## src/rtl/rtp_pkg.sv

```systemverilog
// Shared types and constants for the rectangular to polar converter.
package rtp_pkg;

  // Guard bits carried below the output fraction in the CORDIC datapath.
  localparam int GUARD_BITS = 12;

  // Fraction bits of the angle accumulator, in degrees.
  localparam int ANGLE_FRAC = 24;

  // Width of the angle accumulator; holds +-180 degrees plus the arctangent sum.
  localparam int ZW = 34;

  // 180 degrees in the accumulator format.
  localparam logic signed [ZW-1:0] Z180 = 34'sd3019898880;

  // Angle of an item that lies on an axis.
  typedef enum logic [1:0] {
    ANG_ZERO,
    ANG_POS90,
    ANG_NEG90,
    ANG_180
  } axis_ang_t;

  // Control that travels beside the datapath through every stage.
  typedef struct packed {
    logic      axis;
    axis_ang_t code;
  } side_t;

  // round(atan(2^-i) * 180/pi * 2^24) for each micro-rotation.
  localparam logic [29:0] ATAN_DEG_Q24 [32] = '{
    30'd754974720, 30'd445687602, 30'd235489088, 30'd119537938,
    30'd60000934,  30'd30029717,  30'd15018523,  30'd7509720,
    30'd3754917,   30'd1877466,   30'd938734,    30'd469367,
    30'd234684,    30'd117342,    30'd58671,     30'd29335,
    30'd14668,     30'd7334,      30'd3667,      30'd1833,
    30'd917,       30'd458,       30'd229,       30'd115,
    30'd57,        30'd29,        30'd14,        30'd7,
    30'd4,         30'd2,         30'd1,         30'd0
  };

  // Reciprocal CORDIC gain in Q32 for 8 to 17 micro-rotations; more share the last.
  localparam logic [31:0] GAIN_Q32 [10] = '{
    32'd2608158028, 32'd2608138129, 32'd2608133154, 32'd2608131911,
    32'd2608131600, 32'd2608131522, 32'd2608131503, 32'd2608131498,
    32'd2608131497, 32'd2608131496
  };

endpackage

```

## src/rtl/rtp_scale.sv

```systemverilog
// Gain correction of the magnitude and rounding of both results, two stages.
module rtp_scale #(
  parameter int W             = 39,
  parameter int FRAC_BITS     = 8,
  parameter int CORDIC_STAGES = 16
) (
  input  logic                          clk,
  input  logic                          rst,
  input  logic                          adv,
  input  logic                          in_valid,
  input  logic signed [W-1:0]           in_x,
  input  logic signed [rtp_pkg::ZW-1:0] in_z,
  input  rtp_pkg::side_t                in_side,
  output logic                          out_valid,
  output logic [23:0]                   magnitude,
  output logic signed [16:0]            angle_deg
);
  import rtp_pkg::*;

  localparam int GAIN_IDX = (CORDIC_STAGES > 17) ? 9 : CORDIC_STAGES - 8;
  localparam int AW = 36;
  localparam int S = ANGLE_FRAC - FRAC_BITS;
  localparam logic signed [AW-1:0] FULL = AW'(180 << FRAC_BITS);
  localparam logic signed [AW-1:0] QUARTER = AW'(90 << FRAC_BITS);
  localparam logic signed [AW-1:0] RND = AW'(1 << (S - 1));
  localparam logic [31:0] GAIN = GAIN_Q32[GAIN_IDX];
  localparam logic [63:0] MAG_MAX = 64'hFFFFFF;

  logic [63:0]          ux;
  logic [63:0]          prod_lo;
  logic [63:0]          prod_hi;
  logic signed [AW-1:0] ang_raw;
  logic signed [AW-1:0] ang_sel;

  logic                 v1;
  logic                 axis1;
  logic [63:0]          p_hi;
  logic [31:0]          p_lo_top;
  logic [16:0]          ang1;

  logic                 v2;
  logic                 axis2;
  logic [63:0]          sum;
  logic [16:0]          ang2;

  logic [63:0]          rnd_mag;
  logic [63:0]          mag_sel;

  // Partial products of the gain multiply and the rounded, clamped angle.
  always_comb begin
    ux      = 64'(in_x[W-2:0]);
    prod_lo = 64'(ux[31:0]) * 64'(GAIN);
    prod_hi = 64'(ux[63:32]) * 64'(GAIN);
    ang_raw = (AW'(in_z) + RND) >>> S;
    if (in_side.axis) begin
      case (in_side.code)
        ANG_POS90: ang_sel = QUARTER;
        ANG_NEG90: ang_sel = -QUARTER;
        ANG_180:   ang_sel = FULL;
        default:   ang_sel = '0;
      endcase
    end else if (ang_raw > FULL || ang_raw <= -FULL) begin
      ang_sel = FULL;
    end else begin
      ang_sel = ang_raw;
    end
  end

  // Valid flags of both stages.
  always_ff @(posedge clk) begin
    if (rst) begin
      v1 <= 1'b0;
      v2 <= 1'b0;
    end else if (adv) begin
      v1 <= in_valid;
      v2 <= v1;
    end
  end

  // Product stage, then sum stage.
  always_ff @(posedge clk) begin
    if (adv) begin
      axis1 <= in_side.axis;
      ang1  <= ang_sel[16:0];
      if (in_side.axis) begin
        p_hi     <= ux << FRAC_BITS;
        p_lo_top <= '0;
      end else begin
        p_hi     <= prod_hi;
        p_lo_top <= prod_lo[63:32];
      end
      axis2 <= axis1;
      ang2  <= ang1;
      sum   <= p_hi + 64'(p_lo_top);
    end
  end

  // Drop the guard bits with round half up, except for items on an axis, then saturate to 24 bits.
  always_comb begin
    rnd_mag = (sum + (64'(1) << (GUARD_BITS - 1))) >> GUARD_BITS;
    mag_sel = axis2 ? sum : rnd_mag;
    magnitude = (mag_sel > MAG_MAX) ? MAG_MAX[23:0] : mag_sel[23:0];
  end

  assign angle_deg = $signed(ang2);
  assign out_valid = v2;

endmodule

```

## config.mk

```make
export PLATFORM = sky130hd
export DESIGN_NAME = rtp_scale
export DESIGN_NICKNAME = d
export VERILOG_FILES = /design/src/rtl/rtp_pkg.sv /design/src/rtl/rtp_scale.sv
export SDC_FILE = /design/constraint.sdc
export NUM_CORES = 2
export LEC_CHECK = 0
export BUFFER_PORTS_ARGS = -buffer_cell sky130_fd_sc_hd__buf_2
export CORE_ASPECT_RATIO = 0.9
export CORE_MARGIN = 2
export CORE_UTILIZATION = 55
export DETAILED_ROUTE_END_ITERATION = 7
export HOLD_SLACK_MARGIN = 0.15
export PLACE_DENSITY_LB_ADDON = 0.05
export SLEW_MARGIN = 25
export SYNTH_ARGS = -nofsm -noshare
export SYNTH_HDL_FRONTEND = slang
export SYNTH_SLANG_ARGS = --single-unit
export TNS_END_PERCENT = 5
```

## constraint.sdc

```tcl
create_clock -name clk -period 13.4 [get_ports clk]
set_input_delay 0.67 -clock clk [delete_from_list [all_inputs] [get_ports clk]]
set_output_delay 0.67 -clock clk [all_outputs]
set_load 0.03 [all_outputs]
```

==> results.md <==
* RD Place Congestion at 0.955
* CTS tree: built
* N_diodes at 0
* Net total in the final layout at 4325
* Clock latency at the later pin of the worst-skew pair at ~440 ps
* Max clock buf depth at 2
* Drt first pass iters at 5
* Initial antenna violation count at 0
* H-tree depth at 4
* Outcome: finished, final reports clean
* Register area share after synthesis at 0.154
* Worst-margin pin slew at around 900 ps
* Mapped cell area at about 32000 um2
* DRC errors left at 0
* Post-Syn Instances at roughly 3200
* Max-Cap Viols at 0
* Grt met3 use at 0.0570
* Row Count at slightly above 80
* Most used DFF post-synth: edfxtp_1
* Final wirelength at 80900 um
* Root Buffer Master: clkbuf_16
* Die Height at between 200 and 250 um
* Per-cell routed wire length at 20.1 um
* Cts-stage hold buffer count at 0
* Crit path launch type: primary input
* Core Util, Final at 0.588
* IO Count at ~120
* Global-route track usage on met1 at 0.389
* Fraction of layout cells with a size suffix above 1 at 0.0560
* GR Util met2 at 0.466
* Yosys reg bits at 163
* Via count at ~22000
* Worst path required time at about 14000 ps
* RSZ-0062 raised after global routing: no
* Slew Viols, Final at 0
* Syn Nets at between 4000 and 5000
* Initial core utilization at 0.555
* Netlist cell types at 85
* Ys Warns at 0
* Grt peak-use layer: met2
* Placed cells at between 4000 and 5000
* Maximum clock rate at 0.122 GHz
* Die ar. at around 60000 um2
* Largest net degree at the start of global routing at 98
* Final ANT Viol Nets at 0
* Post-synth EDFFs at 161
* Max FO, Critical Path at 10
* CP arrival at roughly 8400 ps
* Global route overflow at 0
* Port Buffer Count at between 100 and 150
* Num Clock Sinks at 163
* Finish-stage setup viols at 0
* GRT Util Overall at 0.286
* Vias in the first global route at roughly 23000
* Clock transition at path regs at 70 ps
* Commonest non-fill, non-tap cell in the layout: inv_1
* Crit end category: flop
* CTS Buf Count at 17
* FFs w/ async S/R, synth at 0
* Area grow syn2layout at 5.97%
* Most frequent cells in the layout: inv_1, fa_1, ha_1
* Hold Path Class: primary input to flop
* Vias per inst at approximately 5.5
* Setup TNS at 0 ps
* First-pass GRT wire length at around 130000 um
* Period minus WS final at about 8200 ps
* Slew HR at 0.400
* Max Clock Skew at between 10 and 15 ps
* Final HPWL DP at a little under 70000 um
* Setup CP Type: primary input to flop
* Final Cycle Share at 0.609
* Final hold violations at 0
* CORE AREA at about 57000 um2
* Setup Fix Bufs, Post-CTS at 0
* Chip width at between 200 and 300 um
* Post-CTS sizing at 0
* Avg Cell Area, Syn at approximately 9.9 um2
* DR iter-0 viols at about 1300
* Non-Filler Instances at a little over 4000
-- state kept, by name, summed over array words and instances, names as in the netlist --
register	count
sum	47
ang1	17
v1	1
p_lo_top	32
axis1	1
p_hi	46
axis2	1
out_valid	1
angle_deg	17
-- final cells by class --
cell class                 count  area (um2)
fill                        5032       23500
multi-input combinational   2137       23400
tap                          765         957
sequential                   163        4870
inverter                     827        3100
clock buffer                  18         429
clock inverter                14         139
timing repair buffer         109         564
-- per-layer routing --
metal	part of all wire	up-vias
met5	0	-
met4	0.029	0
met3	0.059	110
met2	0.46	569
met1	0.45	10900
li1	-	10500
-- synth_stat cells (all sizes together), types with 28 or more instances --
cell    number  area [um2]
a21o        57         428
a21oi      123         623
and3        28         175
clkbuf      37         139
edfxtp     161        4830
fa         523       10500
ha         467        5840
inv        825        3100
nand2      170         638
nand3       45         230
nand4       38         257
nor2       125         479
nor3        37         190
o21ai      112         568
xnor2       68         596
xor2        49         429
-- worst max-delay path: stages --
cell	delay (ps)
buf_2	390
inv_1	210
fa_1	540
fa_1	530
inv_1	50
fa_1	500
inv_1	50
fa_1	480
inv_1	60
fa_1	520
fa_1	520
fa_1	540
inv_1	50
fa_1	600
inv_1	60
ha_1	390
nand2_1	70
o21ai_0	240
a211oi_1	110
a2111oi_0	510
o211ai_1	300
a31oi_1	440
a41oi_1	220
mux2_2	310
-- cell families after synthesis --
family / after synthesis / share of synthesized area
flip-flops: 163 / 0.154
multiplexers: 25 / 0.00805
adder cells (fa/ha/maj): 990 / 0.517
AND/OR/NAND/NOR: 541 / 0.0838
XOR/XNOR: 117 / 0.0325
buffers and inverters: 876 / 0.105
AO/OA/AOI/OAI: 464 / 0.0998
-- stage by stage --
| stage | instance area [um2] | setup WS (ps) | hold slack [ps] |
|---|---|---|---|
| floorplan | 31600 | 5920 | 400 |
| global placement | 32900 | 4830 | 401 |
| detailed placement | 32900 | 4820 | 405 |
| CTS | 33500 | 5220 | 369 |
| global route | 33500 | 4740 | 376 |
| finish | 33500 | 5240 | 392 |
-- final timing paths --
check	startpoint	end	slack (ps)	depth (start not counted)
worst min register to register	ang1[9]	angle_deg[9]	420	0
worst min-delay path	rst	v1	390	2
worst max register to register	p_lo_top[11]	sum[44]	9740	10
worst max-delay path	in_x[6]	p_lo_top[30]	5240	24
Power is left out: the tool's default activity adds up to more than one toggle a clock period on the data nets, which glitch-free logic cannot reach.
