File: config.mk
export PLATFORM = sky130hd
export DESIGN_NAME = rtp_cell
export DESIGN_NICKNAME = d
export VERILOG_FILES = /design/src/rtl/rtp_pkg.sv /design/src/rtl/rtp_cell.sv
export SDC_FILE = /design/constraint.sdc
export NUM_CORES = 1
export LEC_CHECK = 0
export BUFFER_PORTS_ARGS = -buffer_cell sky130_fd_sc_hd__buf_2
export CAP_MARGIN = 20
export CORE_ASPECT_RATIO = 0.75
export CORE_MARGIN = 3
export CORE_UTILIZATION = 35
export CTS_BUF_LIST = sky130_fd_sc_hd__clkbuf_16
export DETAILED_ROUTE_END_ITERATION = 10
export PLACE_DENSITY = 0.63
export RECOVER_POWER = 25
export SETUP_SLACK_MARGIN = 0.5
export SLEW_MARGIN = 20
export SYNTH_ARGS = -nofsm -noshare
export SYNTH_HDL_FRONTEND = slang
export SYNTH_SLANG_ARGS = --single-unit
File: constraint.sdc
create_clock -name clk -period 2.72 [get_ports clk]
set_input_delay 0.136 -clock clk [delete_from_list [all_inputs] [get_ports clk]]
set_output_delay 0.136 -clock clk [all_outputs]
set_load 0.05 [all_outputs]
File: src/rtl/rtp_pkg.sv
// Shared types and constants for the rectangular to polar converter.
package rtp_pkg;

  // Guard bits carried below the output fraction in the CORDIC datapath.
  localparam int GUARD_BITS = 12;

  // Fraction bits of the angle accumulator, in degrees.
  localparam int ANGLE_FRAC = 24;

  // Width of the angle accumulator; holds +-180 degrees plus the arctangent sum.
  localparam int ZW = 34;

  // 180 degrees in the accumulator format.
  localparam logic signed [ZW-1:0] Z180 = 34'sd3019898880;

  // Angle of an item that lies on an axis.
  typedef enum logic [1:0] {
    ANG_ZERO,
    ANG_POS90,
    ANG_NEG90,
    ANG_180
  } axis_ang_t;

  // Control that travels beside the datapath through every stage.
  typedef struct packed {
    logic      axis;
    axis_ang_t code;
  } side_t;

  // round(atan(2^-i) * 180/pi * 2^24) for each micro-rotation.
  localparam logic [29:0] ATAN_DEG_Q24 [32] = '{
    30'd754974720, 30'd445687602, 30'd235489088, 30'd119537938,
    30'd60000934,  30'd30029717,  30'd15018523,  30'd7509720,
    30'd3754917,   30'd1877466,   30'd938734,    30'd469367,
    30'd234684,    30'd117342,    30'd58671,     30'd29335,
    30'd14668,     30'd7334,      30'd3667,      30'd1833,
    30'd917,       30'd458,       30'd229,       30'd115,
    30'd57,        30'd29,        30'd14,        30'd7,
    30'd4,         30'd2,         30'd1,         30'd0
  };

  // Reciprocal CORDIC gain in Q32 for 8 to 17 micro-rotations; more share the last.
  localparam logic [31:0] GAIN_Q32 [10] = '{
    32'd2608158028, 32'd2608138129, 32'd2608133154, 32'd2608131911,
    32'd2608131600, 32'd2608131522, 32'd2608131503, 32'd2608131498,
    32'd2608131497, 32'd2608131496
  };

endpackage

File: src/rtl/rtp_cell.sv
// One CORDIC vectoring micro-rotation, registered, with a fixed shift.
module rtp_cell #(
  parameter int W     = 39,
  parameter int SHIFT = 0
) (
  input  logic                          clk,
  input  logic                          rst,
  input  logic                          adv,
  input  logic                          in_valid,
  input  logic signed [W-1:0]           in_x,
  input  logic signed [W-1:0]           in_y,
  input  logic signed [rtp_pkg::ZW-1:0] in_z,
  input  rtp_pkg::side_t                in_side,
  output logic                          out_valid,
  output logic signed [W-1:0]           out_x,
  output logic signed [W-1:0]           out_y,
  output logic signed [rtp_pkg::ZW-1:0] out_z,
  output rtp_pkg::side_t                out_side
);
  import rtp_pkg::*;

  logic signed [W-1:0]  dx;
  logic signed [W-1:0]  dy;
  logic signed [ZW-1:0] at;
  logic signed [W-1:0]  x_next;
  logic signed [W-1:0]  y_next;
  logic signed [ZW-1:0] z_next;

  // Rotate toward the x axis; items on an axis pass through untouched.
  always_comb begin
    dx = in_y >>> SHIFT;
    dy = in_x >>> SHIFT;
    at = $signed(ZW'(ATAN_DEG_Q24[SHIFT]));
    if (in_side.axis) begin
      x_next = in_x;
      y_next = in_y;
      z_next = in_z;
    end else if (!in_y[W-1]) begin
      x_next = in_x + dx;
      y_next = in_y - dy;
      z_next = in_z + at;
    end else begin
      x_next = in_x - dx;
      y_next = in_y + dy;
      z_next = in_z - at;
    end
  end

  // Valid flag of the stage.
  always_ff @(posedge clk) begin
    if (rst) begin
      out_valid <= 1'b0;
    end else if (adv) begin
      out_valid <= in_valid;
    end
  end

  // Datapath registers.
  always_ff @(posedge clk) begin
    if (adv) begin
      out_x    <= x_next;
      out_y    <= y_next;
      out_z    <= z_next;
      out_side <= in_side;
    end
  end

endmodule

==> summary.txt, run 1 <==
status: complete, but fails checks
failing checks: capacitance limit, slew limit, setup timing
Post-synth EDFFs: 115
Fin Clk Skew: 0 ns
root buffer cell: clkbuf_16
GRT Residual Overflow: 0
dominant cell type by area after synthesis: edfxtp_1
YS warnings: 0
peak supply drop: 0.447 mV
commonest non-fill, non-tap cell in the layout: buf_4
Initial DRC Count: 1605
RSZ-0062 raised after global routing: true
initial antenna violation count: 1
Fin Hold WS: 0.0242 ns
Initial Utilization: 35.8%
drc violations: 0
total power: 8980 uW
critical path endpoint category: register
floorplan core area: 0.0337 mm^2
fmax: 360 MHz
Clock Tree Buf Depth: 2
CTS tree: done
required time worst endpoint: 2.93 ns
vias in the first global route: 13800
DR pass1 iterations: 5
Final WS setup: -0.0576 ns
Die Y: 167 um
commonest cells after routing, fill and taps aside: buf_4 (430), buf_2 (222), a21oi_1 (160)
P_leak: 0.00869 uW
post-layout util: 56.9%
Post-Synthesis Cell Area: 0.0121 mm^2
Top FF cell, synth: edfxtp_1
fin nets: 2398
Critical Path Start Type: input port
total nets after synthesis: 1735
cts bufs inserted: 17
die area: 0.0368 mm^2
slew of the pin with the lowest slew margin: 1.96 ns
Die X: 221 um
#FFs+latches synth: 116
P per Cell Area: 468 mW/mm^2
pin count of the biggest net entering global routing: 140
vias per cell: 5.40
clk sinks: 116
min Tclk post-route: 2.78 ns
final hold viol count: 0
GRT Max-Usage Layer: met1
GRT Total Usage: 27.3%
DP Wirelength: 39900 um
drt wl/cell: 19.7 um
Min-Delay Path Class: in2reg
Post-synth ARST share: 0%
met2 usage: 40.3%
number of H-tree levels: 4
GRT met1 Usage: 40.8%
Post-DRT Antenna Nets: 0
placed cell area: 0.0171 mm^2
FP Rows: 58
Vias: 14100
met3 Use GR: 6.00%
relative slew slack: -30.7%
Critical Path AT: 2.99 ns
fin. max-slew vios: 75
WL final: 51500 um
Synth top area share: 28.6%
first-pass GRT wire length: 78300 um
Worst-path clk slew: 0.07 ns
Synth Instances: 1490
part of the cycle the worst path needs: 102%
fin cells: 2617
Synth cell types: 76
Inst Count DP: 2518
Final GP Congestion: 1.01
Final Cell Area: 0.0192 mm^2
Clk Latency, worst-skew pair: 0.45 ns
CP max FO: 5
Crit Path Class: in2reg
port bufs: 234
# IOs: 235
area delta synth->final: 58.9%
max-cap violation count: 1
layout cells sized above 1: 41.3%
final setup violation count: 3
Synth area leaders: edfxtp_1 (29%), ha_1 (13%), a21oi_1 (7.7%)
post-synthesis sequential area ratio: 28.7%
syn avg cell area: 8.11 um^2
[path summary, 6_finish.rpt]
check / from / to / slack (ns) / depth (start not counted)
setup / recovery: in_y[10] / out_y[36] / -0.06 / 14
hold / removal: in_z[24] / out_z[24] / 0.02 / 2
setup reg to reg: out_valid / out_valid / 1.58 / 3
hold reg to reg: out_valid / out_valid / 1.05 / 3
[cells by family (layout without fill, tap and decap cells)]
| logic type | after synthesis | after routing | synth area share [%] |
|---|---|---|---|
| AND/OR/NAND/NOR | 385 | 385 | 14.9 |
| AO/OA/AOI/OAI | 552 | 552 | 28.7 |
| multiplexers | 37 | 37 | 3.09 |
| buffers and inverters | 209 | 885 | 6.54 |
| flip-flops | 116 | 116 | 28.7 |
| XOR/XNOR | 65 | 65 | 4.71 |
| other | 0 | 1 | 0 |
| adder cells (fa/ha/maj) | 126 | 126 | 13.3 |
[cell usage after synthesis, types with 17 or more instances]
library cell  instances
clkbuf_1             52
a21o_1               36
xnor2_1              54
inv_1               131
o31ai_1              17
nand2_1             116
nand4_1              25
nor2_1              111
nand3_1              21
o21bai_1             28
o21ai_0             136
ha_1                122
nor3_1               32
a21oi_1             187
buf_1                21
edfxtp_1            115
mux2i_1              35
[layout make-up]
cell class | count | area, um^2
Multi-Input combinational cell | 1165 | 8970
Tap cell | 450 | 563
Fill cell | 3100 | 14500
Timing Repair Buffer | 720 | 5110
Sequential cell | 116 | 3470
Antenna cell | 1 | 2.50
Clock inverter | 15 | 134
Clock buffer | 17 | 425
Inverter | 133 | 512
[routing by layer]
metal  part of all wire [%]  up-vias
met5                      0        -
met1                     47     6674
met4                    1.6        0
li1                       -     6778
met3                    8.9       63
met2                     43      610
[critical path, stage by stage]
cell	delay (ns)
buf_6	0.10
ha_4	0.23
or4_4	0.55
a211o_1	0.28
a31oi_4	0.21
o41ai_4	0.11
buf_4	0.17
o221ai_4	0.18
buf_12	0.16
buf_4	0.12
o2111ai_4	0.12
a2111oi_2	0.32
a211oi_1	0.10
and3_1	0.21
[through the flow]
step / setup TNS, ns / worst slack (ns)
2_1_floorplan: 0 / 0.00652
3_3_place_gp: -17.07 / -0.517
3_5_place_dp: -18.48 / -0.568
4_1_cts: 0 / 0.0111
5_1_grt: -1.15 / -0.128
6_report: -0.0945 / -0.0576
[what timing repair did]
action                                 in CTS  in global routing
endpoints found under the hold margin      35                  0
pin swaps                                  60                 60
resized for setup                         117                 85
setup buffers                              18                 12
setup endpoints to repair                  55                 61
hold buffers                               36                  0
[registers in the layout, summed over array words and instances, names as in the netlist]
name	flops
out_x	39
out_y	39
out_z	34
out_side	3
out_valid	1
[where the power goes]
part | internal (uW) | total (uW) | switching, uW
logic | 1760 | 4450 | 2690
clock network | 1260 | 2250 | 988
registers | 2230 | 2290 | 58.0
total | 5250 | 8980 | 3730
No activity file was read; power rests on OpenSTA's default activity.
==> inputs of run 2 (changes only) <==
Clock period 2.72 ns to 2.2 ns, I/O delays scaled along.
==> summary.txt, run 2 (same netlist as run 1, synthesis figures left out) <==
status: complete, but fails checks (unchanged)
failing checks: capacitance limit, slew limit, setup timing (unchanged)
Clock Tree Buf Depth: 2 (unchanged)
max-cap violation count: 1 (unchanged)
Fin Hold WS: 0.0396 ns (was 0.0242 ns)
Largest regs: out_x (39), out_y (39), out_z (34) (unchanged)
required time worst endpoint: 2.42 ns (was 2.93 ns)
WL final: 54300 um (was 51500 um)
fin. max-slew vios: 31 (was 75)
Fin Clk Skew: 0 ns (unchanged)
root buffer cell: clkbuf_16 (unchanged)
P per Cell Area: 577 mW/mm^2 (was 468 mW/mm^2)
fmax: 363 MHz
P_leak: 0.00936 uW (was 0.00869 uW)
layout cells sized above 1: 46.9% (was 41.3%)
vias in the first global route: 14400 (was 13800)
first-pass GRT wire length: 81700 um (was 78300 um)
Vias: 14700 (was 14100)
R2R Setup Slk: 1.00 ns (was 1.58 ns)
hold_sp: in_z[26] (was in_z[24])
drc violations: 0 (unchanged)
area delta synth->final: 71.3% (was 58.9%)
part of the cycle the worst path needs: 125%
Post-DRT Antenna Nets: 0 (unchanged)
reg2reg path depth: 3 (unchanged)
commonest non-fill, non-tap cell in the layout: buf_4 (unchanged)
DR pass1 iterations: 6 (was 5)
crit-path cells: buf_6 -> buf_6 -> ha_4 -> fa_2 -> nor2b_4 -> o21ai_4 -> a31oi_4 -> o41ai_4 -> buf_4 -> o221ai_4 -> o211ai_1 -> mux2_2 -> o211ai_1 -> a211o_1 (was buf_6 -> ha_4 -> or4_4 -> a211o_1 -> a31oi_4 -> o41ai_4 -> buf_4 -> o221ai_4 -> buf_12 -> buf_4 -> o2111ai_4 -> a2111oi_2 -> a211oi_1 -> and3_1)
Worst R2R Start: out_valid (unchanged)
Worst Hold Path Cells: 3 (was 2)
commonest cells after routing, fill and taps aside: buf_4 (494), buf_2 (215), a21oi_1 (136) (was buf_4 (430), buf_2 (222), a21oi_1 (160))
number of H-tree levels: 4 (unchanged)
RSZ-0062 raised after global routing: true (unchanged)
post-layout util: 61.3% (was 56.9%)
min Tclk post-route: 2.75 ns
GRT Total Usage: 28.4% (was 27.3%)
slowest CP cell: fa_2 (was or4_4)
Critical Path Start Type: input port (unchanged)
DP Wirelength: 41100 um (was 39900 um)
drt wl/cell: 20.0 um (was 19.7 um)
vias per cell: 5.40 (about the same)
GRT Residual Overflow: 0 (unchanged)
peak supply drop: 0.514 mV (was 0.447 mV)
critical path endpoint category: register (unchanged)
pin count of the biggest net entering global routing: 63 (was 140)
Clk Latency, worst-skew pair: 0.45 ns (about the same)
Crit Path Class: in2reg (unchanged)
FP Rows: 58 (unchanged)
Worst-path clk slew: 0.07 ns (about the same)
floorplan core area: 0.0337 mm^2 (unchanged)
hold endpoint: out_z[26] (was out_z[24])
Critical Path AT: 2.97 ns (was 2.99 ns)
Initial Utilization: 35.8% (unchanged)
Die X: 221 um (unchanged)
final setup violation count: 76 (was 3)
CP peak stage delay: 0.37 ns (was 0.55 ns)
Final WS setup: -0.555 ns (was -0.0576 ns)
FF-to-FF End: out_valid (unchanged)
die area: 0.0368 mm^2 (unchanged)
final hold viol count: 0 (unchanged)
clk sinks: 116 (unchanged)
Initial DRC Count: 1407 (was 1605)
Final GP Congestion: 0.960 (was 1.01)
Min-Delay Path Class: in2reg (unchanged)
port bufs: 234 (unchanged)
initial antenna violation count: 1 (unchanged)
slew of the pin with the lowest slew margin: 1.90 ns (was 1.96 ns)
cts bufs inserted: 17 (unchanged)
relative slew slack: -26.5% (was -30.7%)
CP max FO: 6 (was 5)
CTS tree: done (unchanged)
fin nets: 2495 (was 2398)
Die Y: 167 um (unchanged)
# IOs: 235 (unchanged)
[run 2: cell types whose count changed in the layout (fill, tap and decap cells not counted), moves of 6 or more]
| cell | before | now |
|---|---|---|
| buf_4 | 430 | 494 |
| buf_6 | 22 | 58 |
| a21oi_1 | 160 | 136 |
| a21oi_2 | 17 | 38 |
| o21ai_0 | 88 | 71 |
| ha_1 | 108 | 95 |
| o21ai_1 | 40 | 49 |
| buf_2 | 222 | 215 |
| ha_4 | 11 | 18 |
| ha_2 | 3 | 9 |
[run 2: repair_timing]
item                       in CTS  in global routing
pin swaps                      88                100
hold endpoints to repair       41                  0
hold buffers                   42                  0
buffers inserted               20                 29
gates resized for setup       197                122
setup endpoints to repair      69                 70
[run 2: routing by layer]
layer	wire length (um)	track usage, %	up-vias
li1	-	-	6982
met1	25000	41.9	7002
met2	24200	43.2	603
met3	4340	5.95	61
met4	739	5.12	2
met5	13	0	-
[run 2: metrics by stage]
stage | power [uW] | cell area (um^2) | setup slack [ns] | setup TNS, ns | cells
after floorplan | 5780 | 12700 | -0.487 | -11.28 | 1490
after global placement | 7910 | 17800 | -0.992 | -46.94 | 2590
after detailed placement | 7950 | 17800 | -1.05 | -48.94 | 2590
after CTS | 11600 | 19900 | -0.448 | -13.78 | 2684
after global routing | 12500 | 20700 | -0.615 | -31.69 | 2713
final | 11900 | 20700 | -0.555 | -19.76 | 2714
[run 2: final cells by class]
| class | instances | area [um^2] |
|---|---|---|
| diodes | 1 | 2.50 |
| clock buffers | 17 | 425 |
| well taps | 450 | 563 |
| fillers | 2923 | 13000 |
| inverters | 133 | 544 |
| repair buffers | 817 | 5990 |
| flip-flops and latches | 116 | 3470 |
| multi-input cells | 1165 | 9480 |
| clock inverters | 15 | 230 |
[run 2: worst max-delay path: cells and delay by family]
kind	cells	cell delay, ns
mux	1	0.21
simple gates	1	0.15
fa+ha+maj	2	0.53
compound gates	7	1.53
buf+inv	3	0.42
[run 2: worst max-delay path by stage]
stage                       start        end  slack [ns]  depth (start not counted)
after floorplan           in_y[8]  out_x[30]       -0.49                         10
after global placement    in_x[8]  out_x[35]       -0.99                         14
after detailed placement  in_x[0]  out_y[38]       -1.05                         14
after CTS                 in_y[8]  out_y[32]       -0.45                         12
after global routing      in_y[0]  out_y[38]       -0.61                         14
final                     in_y[0]  out_y[38]       -0.55                         14
[run 2: where the power goes]
part           internal, uW  switching [uW]  total (uW)
Combinational          2420            3470        5890
Sequential             2750            72.3        2830
Clock                  2020            1210        3230
==> inputs of run 3 (changes only) <==
Settings changed: PLACE_DENSITY 0.63 to 0.61.
Clock period 2.2 ns to 2.7 ns, I/O delays scaled along.
==> summary.txt, run 3 (same netlist as run 1, synthesis figures left out) <==
status: complete, but fails checks (unchanged)
failing checks: capacitance limit, slew limit, setup timing (unchanged)
WL final: 50700 um (was 54300 um)
Critical Path Start Type: input port (unchanged)
Final Cell Area: 0.0195 mm^2 (was 0.0207 mm^2)
part of the cycle the worst path needs: 104%
initial antenna violation count: 1 (unchanged)
CTS tree: done (unchanged)
peak supply drop: 0.381 mV (was 0.514 mV)
max-cap violation count: 1 (unchanged)
min Tclk post-route: 2.81 ns
Post-DRT Antenna Nets: 0 (unchanged)
Die Y: 167 um (unchanged)
cts bufs inserted: 17 (unchanged)
commonest cells after routing, fill and taps aside: buf_4 (417), buf_2 (223), a21oi_1 (159) (was buf_4 (494), buf_2 (215), a21oi_1 (136))
# IOs: 235 (unchanged)
critical path endpoint category: register (unchanged)
drt wl/cell: 19.4 um (was 20.0 um)
number of H-tree levels: 4 (unchanged)
GRT Residual Overflow: 0 (unchanged)
Inst Count DP: 2516 (was 2590)
drc violations: 0 (unchanged)
slew of the pin with the lowest slew margin: 1.71 ns (was 1.90 ns)
layout cells sized above 1: 42.0% (was 46.9%)
Min-Delay Path Class: in2reg (unchanged)
Final WS setup: -0.105 ns (was -0.555 ns)
Crit Path Class: in2reg (unchanged)
FP Rows: 58 (unchanged)
fmax: 356 MHz
GRT Total Usage: 26.7% (was 28.4%)
relative slew slack: -14.1% (was -26.5%)
Worst-path clk slew: 0.06 ns (was 0.07 ns)
Fin Hold WS: 0.0227 ns (was 0.0396 ns)
DR pass1 iterations: 6 (unchanged)
port bufs: 234 (unchanged)
Clk Latency, worst-skew pair: 0.43 ns (was 0.45 ns)
required time worst endpoint: 2.89 ns (was 2.42 ns)
floorplan core area: 0.0337 mm^2 (unchanged)
Clock Tree Buf Depth: 2 (unchanged)
fin. max-slew vios: 117 (was 31)
die area: 0.0368 mm^2 (unchanged)
vias per cell: 5.39 (was 5.40)
Die X: 221 um (unchanged)
final setup violation count: 17 (was 76)
P per Cell Area: 482 mW/mm^2 (was 577 mW/mm^2)
total power: 9400 uW (was 11900 uW)
Initial DRC Count: 1245 (was 1407)
Fin Clk Skew: 0 ns (unchanged)
CP max FO: 3 (was 6)
Largest regs: out_x (39), out_y (39), out_z (34) (unchanged)
Critical Path AT: 2.99 ns (was 2.97 ns)
Vias: 14100 (was 14700)
vias in the first global route: 13700 (was 14400)
RSZ-0062 raised after global routing: true (unchanged)
pin count of the biggest net entering global routing: 140 (was 63)
area delta synth->final: 61.3% (was 71.3%)
clk sinks: 116 (unchanged)
Initial Utilization: 35.8% (unchanged)
DP Wirelength: 38800 um (was 41100 um)
final hold viol count: 0 (unchanged)
fin cells: 2614 (was 2714)
fin nets: 2395 (was 2495)
root buffer cell: clkbuf_16 (unchanged)
first-pass GRT wire length: 76600 um (was 81700 um)
P_leak: 0.00880 uW (was 0.00936 uW)
Final GP Congestion: 0.964 (was 0.960)
commonest non-fill, non-tap cell in the layout: buf_4 (unchanged)
placed cell area: 0.0171 mm^2 (was 0.0178 mm^2)
[run 3: worst max-delay path, cell delays in order]
cell       delay [ns]
buf_6            0.10
ha_4             0.23
or4_4            0.55
buf_6            0.14
a2111o_2         0.49
buf_6            0.16
a2111oi_4        0.28
buf_4            0.18
nand2b_4         0.13
a21oi_2          0.06
or3_1            0.34
and3_4           0.19
[run 3: final timing paths]
| check | slack [ns] | from | cells past startpoint | to |
|---|---|---|---|---|
| setup / recovery | -0.11 | in_y[9] | 12 | out_x[23] |
| hold / removal | 0.02 | in_z[25] | 3 | out_z[25] |
| hold reg to reg | 1.06 | out_valid | 3 | out_valid |
| setup reg to reg | 1.53 | out_valid | 3 | out_valid |
[run 3: through the flow]
| step | worst slack (ns) | TNS [ns] | util, % |
|---|---|---|---|
| 4_1_cts | -0.0809 | -0.125 | 55.3 |
| 2_1_floorplan | -0.0125 | -0.0226 | - |
| 3_5_place_dp | -0.653 | -21.26 | 50.7 |
| 6_report | -0.105 | -0.626 | 57.8 |
| 3_3_place_gp | -0.634 | -19.62 | 50.7 |
| 5_1_grt | -0.155 | -2.17 | 57.8 |
[run 3: cell type report]
class | count | area [um^2]
Sequential cell | 116 | 3470
Multi-Input combinational cell | 1165 | 9190
Clock buffer | 17 | 425
Inverter | 133 | 512
Timing Repair Buffer | 717 | 5110
Tap cell | 450 | 563
Fill cell | 3054 | 14300
Antenna cell | 1 | 2.50
Clock inverter | 15 | 215
[run 3: metal layers]
metal / track usage (%) / part of all wire (%)
met5: 0 / 0
met4: 6.48 / 2.1
met3: 4.71 / 7.1
met2: 40.0 / 43
met1: 39.6 / 48
[run 3: repair_timing]
action                                 in CTS  in global routing
setup buffers                              14                 16
resized for setup                          91                152
endpoints found under the hold margin      34                  0
hold buffers                               35                  0
setup endpoints to repair                  54                 60
pin swaps                                  44                 74
[run 3: power breakdown]
group          total (uW)  internal, uW  leakage (uW)  switching (uW)
combinational        4530          1810       0.00734            2720
sequential           2300          2250       0.00113            49.9
clock                2580          1630      0.000320             944
